--- config.mk ---
export PLATFORM = sky130hd
export DESIGN_NAME = two_level_index_allocator
export DESIGN_NICKNAME = d
export VERILOG_FILES = /design/src/rtl/tlia_pkg.sv /design/src/rtl/two_level_index_allocator.sv
export SDC_FILE = /design/constraint.sdc
export NUM_CORES = 2
export LEC_CHECK = 0
export BUFFER_PORTS_ARGS = -buffer_cell sky130_fd_sc_hd__buf_2
export CAP_MARGIN = 5
export CORE_MARGIN = 5
export CORE_UTILIZATION = 50
export DETAILED_ROUTE_END_ITERATION = 8
export PLACE_DENSITY = 0.66
export RECOVER_POWER = 50
export SLEW_MARGIN = 25
export SYNTH_ARGS = -nofsm -noshare
export SYNTH_HDL_FRONTEND = slang
export SYNTH_SLANG_ARGS = --single-unit
export TNS_END_PERCENT = 10
--- constraint.sdc ---
create_clock -name clock -period 5.6 [get_ports clock]
set_input_delay 0 -clock clock [delete_from_list [all_inputs] [get_ports clock]]
set_output_delay 0 -clock clock [all_outputs]
set_load 0.05 [all_outputs]
--- src/rtl/tlia_pkg.sv ---
// Shared types and constants of the two-level index allocator.
`default_nettype none

package tlia_pkg;

   // Geometry of the index space.
   localparam int NUM_GROUPS  = 16;
   localparam int SLOT_BITS   = 6;
   localparam int HANDLE_BITS = 32;

   localparam int SLOTS_PER_GROUP = 1 << SLOT_BITS;
   localparam int GROUP_BITS      = (NUM_GROUPS > 1) ? $clog2(NUM_GROUPS) : 1;
   localparam int TOTAL_SLOTS     = NUM_GROUPS << SLOT_BITS;
   localparam int SLOT_ADDR_BITS  = GROUP_BITS + SLOT_BITS;
   localparam int FILL_BITS       = SLOT_BITS + 1;
   localparam int INDEX_BITS      = 10;
   localparam int REQ_HANDLE_BITS = 32;

   // Result status codes.
   typedef enum logic [1:0] {
      STATUS_OK       = 2'd0,
      STATUS_FULL     = 2'd1,
      STATUS_NOT_USED = 2'd2
   } status_type;

   // Request modes.
   typedef enum logic {
      MODE_ALLOCATE = 1'b0,
      MODE_RELEASE  = 1'b1
   } mode_type;

   // One request as it crosses the input channel.
   typedef struct packed {
      mode_type                     mode;
      logic [REQ_HANDLE_BITS-1:0]   handle;
      logic [INDEX_BITS-1:0]        release_index;
   } req_type;

   // One result as it crosses the result channel.
   typedef struct packed {
      status_type              status;
      logic [INDEX_BITS-1:0]   given_index;
   } rsp_type;

   // One group's row in the occupancy memory: count of used slots and the used map.
   typedef struct packed {
      logic [FILL_BITS-1:0]         fill;
      logic [SLOTS_PER_GROUP-1:0]   used;
   } row_type;

endpackage

`default_nettype wire

--- src/rtl/two_level_index_allocator.sv ---
// Top level of the two-level index allocator: group rows in memory, read-modify-write.
//
// Usage:
//   A request is transferred at a rising clock edge where start is high and busy
//   is low. req_data.mode selects allocate (store req_data.handle at the lowest
//   free slot of the first group that is not nearly full) or release (free the
//   slot named by req_data.release_index).
//   Every request yields exactly one result on rsp_data, shown for one cycle
//   with rsp_strobe high; the receiver takes it in that cycle and cannot stall.
//   The result is registered as ST_RUN ends and is taken at the edge that
//   ends the cycle in which rsp_strobe shows it.
//   busy is high while the block is in ST_RUN, after the transfer; a new request is taken
//   again after ST_RUN, also in the cycle its predecessor's result is shown.
//   The busy state comes from the occupancy row of one group: it is read from
//   the row memory at the transfer edge and written back as ST_RUN ends.
//   Reset clears the row valid bits and sets every group's availability flag,
//   so every group reads as empty right after reset; no clearing pass.
//   The handle memory is written only and needs no reset.
`default_nettype none

module two_level_index_allocator (
   input  wire logic              clock,
   input  wire logic              reset,
   input  wire logic              start,
   output logic                   busy,
   input  wire tlia_pkg::req_type req_data,
   output logic                   rsp_strobe,
   output tlia_pkg::rsp_type      rsp_data
);

   // Sequencer states.
   typedef enum logic [1:0] {
      ST_IDLE = 2'b01,
      ST_RUN  = 2'b10
   } state_type;

   // Memories: one occupancy row per group, and the stored handles.
   tlia_pkg::row_type                     row_mem [tlia_pkg::NUM_GROUPS];
   logic [tlia_pkg::HANDLE_BITS-1:0]      handle_mem [tlia_pkg::TOTAL_SLOTS];

   // Control state.
   state_type                             state_ff, state_in;
   logic [tlia_pkg::NUM_GROUPS-1:0]       row_valid_ff;
   logic [tlia_pkg::NUM_GROUPS-1:0]       avail_ff;
   logic                                  rsp_strobe_ff;

   // Request context held over the read cycle.
   logic                                  row_valid_rd_ff;
   tlia_pkg::row_type                     row_rd_ff;
   tlia_pkg::mode_type                    mode_ff;
   logic [tlia_pkg::HANDLE_BITS-1:0]      handle_ff;
   logic [tlia_pkg::GROUP_BITS-1:0]       grp_ff;
   logic [tlia_pkg::SLOT_BITS-1:0]        slot_ff;
   logic                                  no_group_ff;
   tlia_pkg::rsp_type                     rsp_ff;

   // Accept-side signals.
   logic                                  accept;
   logic [tlia_pkg::GROUP_BITS-1:0]       alloc_grp;
   logic                                  alloc_found;
   logic [tlia_pkg::INDEX_BITS-1:0]       rel_grp_wide;
   logic [tlia_pkg::GROUP_BITS-1:0]       grp_sel;

   // Update-side signals.
   tlia_pkg::row_type                     row_cur;
   tlia_pkg::row_type                     row_new;
   logic [tlia_pkg::SLOTS_PER_GROUP-1:0]  free_onehot;
   logic [tlia_pkg::SLOT_BITS-1:0]        free_slot;
   logic                                  free_any;
   logic                                  alloc_ok;
   logic                                  rel_ok;
   logic                                  row_we;
   logic [tlia_pkg::SLOT_BITS-1:0]        slot_sel;
   tlia_pkg::rsp_type                     rsp_in;

   assign accept = start && (state_ff == ST_IDLE);
   assign busy   = (state_ff == ST_RUN);

   // First group that still has room below its top slot.
   always_comb begin
      alloc_grp   = '0;
      alloc_found = 1'b0;
      for (int g = tlia_pkg::NUM_GROUPS - 1; g >= 0; g--) begin
         if (avail_ff[g]) begin
            alloc_grp   = tlia_pkg::GROUP_BITS'(g);
            alloc_found = 1'b1;
         end
      end
   end

   // Group part of a release index, checked against the number of groups.
   assign rel_grp_wide = req_data.release_index >> tlia_pkg::SLOT_BITS;

   always_comb begin
      if (req_data.mode == tlia_pkg::MODE_ALLOCATE) begin
         grp_sel = alloc_grp;
      end else begin
         grp_sel = tlia_pkg::GROUP_BITS'(rel_grp_wide);
      end
   end

   // Sequencer: the row is read at the transfer from ST_IDLE and written back in ST_RUN.
   always_comb begin
      state_in = state_ff;
      unique case (state_ff)
         ST_IDLE: begin
            if (start) begin
               state_in = ST_RUN;
            end
         end
         ST_RUN: begin
            state_in = ST_IDLE;
         end
         default: begin
            state_in = ST_IDLE;
         end
      endcase
   end

   // Capture the request and read the group's row.
   always_ff @(posedge clock) begin
      if (accept) begin
         mode_ff         <= req_data.mode;
         handle_ff       <= tlia_pkg::HANDLE_BITS'(req_data.handle);
         grp_ff          <= grp_sel;
         slot_ff         <= tlia_pkg::SLOT_BITS'(req_data.release_index);
         row_rd_ff       <= row_mem[grp_sel];
         row_valid_rd_ff <= row_valid_ff[grp_sel];
         if (req_data.mode == tlia_pkg::MODE_ALLOCATE) begin
            no_group_ff <= !alloc_found;
         end else begin
            no_group_ff <= (rel_grp_wide >= tlia_pkg::INDEX_BITS'(tlia_pkg::NUM_GROUPS));
         end
      end
   end

   // A row never written since reset reads as an empty group.
   assign row_cur = row_valid_rd_ff ? row_rd_ff : '0;

   // Lowest free slot of the row.
   assign free_onehot = ~row_cur.used & (row_cur.used + tlia_pkg::SLOTS_PER_GROUP'(1));
   assign free_any    = |(~row_cur.used);

   always_comb begin
      free_slot = '0;
      for (int s = 0; s < tlia_pkg::SLOTS_PER_GROUP; s++) begin
         if (free_onehot[s]) begin
            free_slot = free_slot | tlia_pkg::SLOT_BITS'(s);
         end
      end
   end

   // Modify the row and build the result.
   always_comb begin
      alloc_ok = (mode_ff == tlia_pkg::MODE_ALLOCATE) && !no_group_ff && free_any;
      rel_ok   = (mode_ff == tlia_pkg::MODE_RELEASE) && !no_group_ff
                 && row_cur.used[slot_ff] && (row_cur.fill != '0);
      row_we   = alloc_ok || rel_ok;
      slot_sel = alloc_ok ? free_slot : slot_ff;
      row_new  = row_cur;
      rsp_in   = '0;
      if (alloc_ok) begin
         row_new.used       = row_cur.used | free_onehot;
         row_new.fill       = row_cur.fill + tlia_pkg::FILL_BITS'(1);
         rsp_in.status      = tlia_pkg::STATUS_OK;
         rsp_in.given_index = tlia_pkg::INDEX_BITS'({grp_ff, free_slot});
      end else if (rel_ok) begin
         row_new.used[slot_ff] = 1'b0;
         row_new.fill          = row_cur.fill - tlia_pkg::FILL_BITS'(1);
         rsp_in.status         = tlia_pkg::STATUS_OK;
      end else if (mode_ff == tlia_pkg::MODE_ALLOCATE) begin
         rsp_in.status = tlia_pkg::STATUS_FULL;
      end else begin
         rsp_in.status = tlia_pkg::STATUS_NOT_USED;
      end
   end

   // Write back the row and, on an allocate, the handle.
   always_ff @(posedge clock) begin
      if ((state_ff == ST_RUN) && row_we) begin
         row_mem[grp_ff] <= row_new;
      end
      if ((state_ff == ST_RUN) && alloc_ok) begin
         handle_mem[{grp_ff, slot_sel}] <= handle_ff;
      end
   end

   // Result register.
   always_ff @(posedge clock) begin
      if (state_ff == ST_RUN) begin
         rsp_ff <= rsp_in;
      end
   end

   // Control registers.
   always_ff @(posedge clock) begin
      if (reset) begin
         state_ff      <= ST_IDLE;
         row_valid_ff  <= '0;
         avail_ff      <= '1;
         rsp_strobe_ff <= 1'b0;
      end else begin
         state_ff      <= state_in;
         rsp_strobe_ff <= (state_ff == ST_RUN);
         if ((state_ff == ST_RUN) && row_we) begin
            row_valid_ff[grp_ff] <= 1'b1;
            avail_ff[grp_ff]     <=
               (row_new.fill < tlia_pkg::FILL_BITS'(tlia_pkg::SLOTS_PER_GROUP - 1));
         end
      end
   end

   assign rsp_strobe = rsp_strobe_ff;
   assign rsp_data   = rsp_ff;

endmodule

`default_nettype wire

==> out/metrics.yaml <==
synth:
  ys_seq_area_frac: 0.7045
  synth_top_cell_by_area: "edfxtp_1"
  ys_async_sr_fraction: 0
  ys.flop_type: "edfxtp_1"
  yosys-top-cells-count: "edfxtp_1, o21ai_0, o211ai_1"
  synthTopCellsByArea: "edfxtp_1, mux2_2, mux2i_1"
  syn_nets: 3587
  avgSynthCellArea_um2: 15.12
  synth_edf_count: 1232
  synth_top_area_share: 0.6914
  synth_cell_types: 80
  synth.most_common_cell: "edfxtp_1"
  synth_seq_cells: 1267
  syn-cell-area_um2: 53510
  synth_cells: 3538
  ys_warn_count: 0
worst_setup_path:
  crit_top_cell: "buf_4"
  max_stage_delay_ns: 1.05
  critPathBufInv: 4
  crit_path_start_kind: "flop"
  path_class: "flop to flop"
  cp.depth: 11
  cp.arrival_ns: 5.46
  worst-r2r-cell-count: 11
  cp_slowest_cell: "edfxtp_1"
  critPathMaxFanout: 32
  cpLargestDelayFamily: "buffers and inverters"
  crit_chain: "clkbuf_1 > mux2i_1 > o22ai_1 > a2111oi_0 > nor4b_1 > nand4_1 > a21oi_1 > buf_4 > nand3_1 > inv_2 > buf_4"
  crit_path_end_kind: "flop"
  cp.required_ns: 6.02
detailed_routing:
  viasPerCell: 6.368
  vias: 32616
  drt.antenna.violating_nets: 0
  dr.pass1.iters: 6
  wirelength_um: 144800
  drt_first_iter_violations: 3431
  drc: 0
  wire_per_inst_um: 28.28
die:
  rows: 120
  die_area_um2: 113700
  fp.dieW_um: 337.1
  initial_core_util: 0.5012
  io_pins: 60
  die_height_um: 337.1
  core-area_um2: 106800
global_route:
  grt_max_degree: 149
  grt_use_total: 0.2513
  grt_pass1_vias: 31870
  busiest_layer: "met2"
  met3_usage: 0.03474
  grtUsageMet2: 0.4031
  antenna_found_initial: 0
  grt_pass1_wl_um: 213000
  use_met1: 0.3676
  grt_overflow_total: 0
layout:
  fillers: 8422
  area_growth_pct: 12.33
  drive_gt1_frac: 0.1707
  nNetsFinal: 3666
  antenna_cells: 0
clock_network:
  clockBufferDepth: 3
  cts_tree: "built"
  cts.htree.levels: 4
  root_buffer: "clkbuf_16"
  numCtsBuffers: 130
  clock_sinks: 1267
  clk_latency_ns: 0.75
  clk_pin_slew_worst_paths_ns: 0.06
timing:
  hold_viol: 0
  setup_tns_ns: 0
  worst_pin_slew_ns: 2.253
  post-route-min-period_ns: 5.042
  rsz0062_at_grt: "false"
  max_freq_ghz: 0.1983
  whs_ns: 0.1319
  slew_viol_final: 108
  setup_viol: 0
  fin_crit_sh: 0.9004
  max_slew_margin: -0.5018
  skew_ns: 0.03281
min_path:
  hp-class: "primary input to flop"
  hold_path_depth: 2
power_and_ir_drop:
  switching_share: 0.2241
  p_seq_frac: 0.530
  p_int_mw: 15.67
  leakage_nw: 18.76
  p_switching_mw: 4.525
  clkPwrFrac: 0.410
  power_density_nw_per_um2: 335.9
  max-vdd-ir-drop_mv: 0.3120
  combPwrFrac: 0.060
  p_total_mw: 20.19
job:
  drv_cap: 3
outcome:
  status: "finished, violations left"
  violations: "max-capacitance violations, max-slew violations"
placement:
  portBuffers: 27
  gp_congestion: 0.9574
  dp_hpwl_um: 79220
## layout make-up
cell class              instances  area, um2  area share
flip-flops and latches       1267      37700      0.6272
multi-input cells            1973      14730      0.2450
clock buffers                 178       3570     0.05939
well taps                    1403       1755     0.02921
repair buffers                190       1632     0.02715
clock inverters                56      480.5    0.007994
inverters                      55      244.0    0.004059
## final timing paths
check / slack (ns) / startpoint / to
setup / recovery: 0.56 / slot_ff[1]$_DFFE_PP_ / row_mem[7][44]$_DFFE_PP_
setup reg to reg: 0.56 / slot_ff[1]$_DFFE_PP_ / row_mem[7][44]$_DFFE_PP_
hold reg to reg: 0.45 / row_valid_ff[8]$_SDFFE_PP0P_ / row_valid_ff[8]$_SDFFE_PP0P_
hold / removal: 0.13 / req_data[2] / slot_ff[2]$_DFFE_PP_
## logic make-up (layout without fill, tap and decap cells)
group,after synthesis,in the layout,share of synthesized area
flops,1267,1267,0.7045
compound gates,846,846,0.1021
mux,595,595,0.1195
simple gates,526,526,0.05060
buf+inv,298,479,0.02205
fa+ha+maj,3,3,0.0007016
xor+xnor,3,3,0.0004912
## per-layer routing
layer / routed length, um / part of all wire / vias up
li1: - / - / 14233
met2: 69030 / 0.48 / 1316
met1: 63160 / 0.44 / 16860
met3: 9708 / 0.067 / 207
met5: 0 / 0 / -
met4: 2929 / 0.020 / 0
## cells in the final DEF (no fill, tap or decap), drive strengths merged, types with 17 or more instances in the layout
cell    netlist  final
a21oi        81     81
a22oi        19     19
and2         19     19
and3         17     17
buf          42    109
clkbuf      201    245
clkinv        1     44
dfxtp        35     35
edfxtp     1232   1232
inv          54     56
mux2        287    287
mux2i       302    302
nand2       119    119
nand3        66     66
nand4        94     94
nor2        106    106
nor3         27     27
o211ai      303    303
o21ai       324    324
o31ai        25     25
## power groups by stage
stage               logic (mW)  registers, mW  clock network, mW
finish                    1.21           10.7               8.28
floorplan                0.758           10.8                  0
detailed placement        1.21           10.9                  0
global route              1.28           10.7               8.80
CTS                       1.22           10.7               8.42
global placement          1.18           10.9                  0
## through the flow
step	util	setup slack, ns	cells	area, um2
global route	0.5630	0.3765	5122	60100
global placement	0.5254	0.9654	4867	56090
detailed placement	0.5261	1.002	4871	56170
finish	0.5630	0.5580	5122	60100
CTS	0.5654	1.001	5119	60360
floorplan	-	1.078	3538	53510
## sequential cells by signal, indices dropped and copies added, names as in the netlist
| name | flops |
|---|---|
| mode_ff | 1 |
| state_ff | 2 |
| grp_ff | 4 |
| rsp_strobe | 1 |
| row_rd_ff | 71 |
| row_valid_rd_ff | 1 |
| avail_ff | 16 |
| row_mem | 1136 |
| row_valid_ff | 16 |
| no_group_ff | 1 |
| rsp_data | 12 |
| slot_ff | 6 |
## timing repair
item / 4_1_cts / 5_1_grt
hold endpoints to repair: 51 / 0
hold buffers: 14 / 0
gates resized for setup: 0 / 0
setup buffers: 0 / 0
No activity file was read; power rests on OpenSTA's default activity.
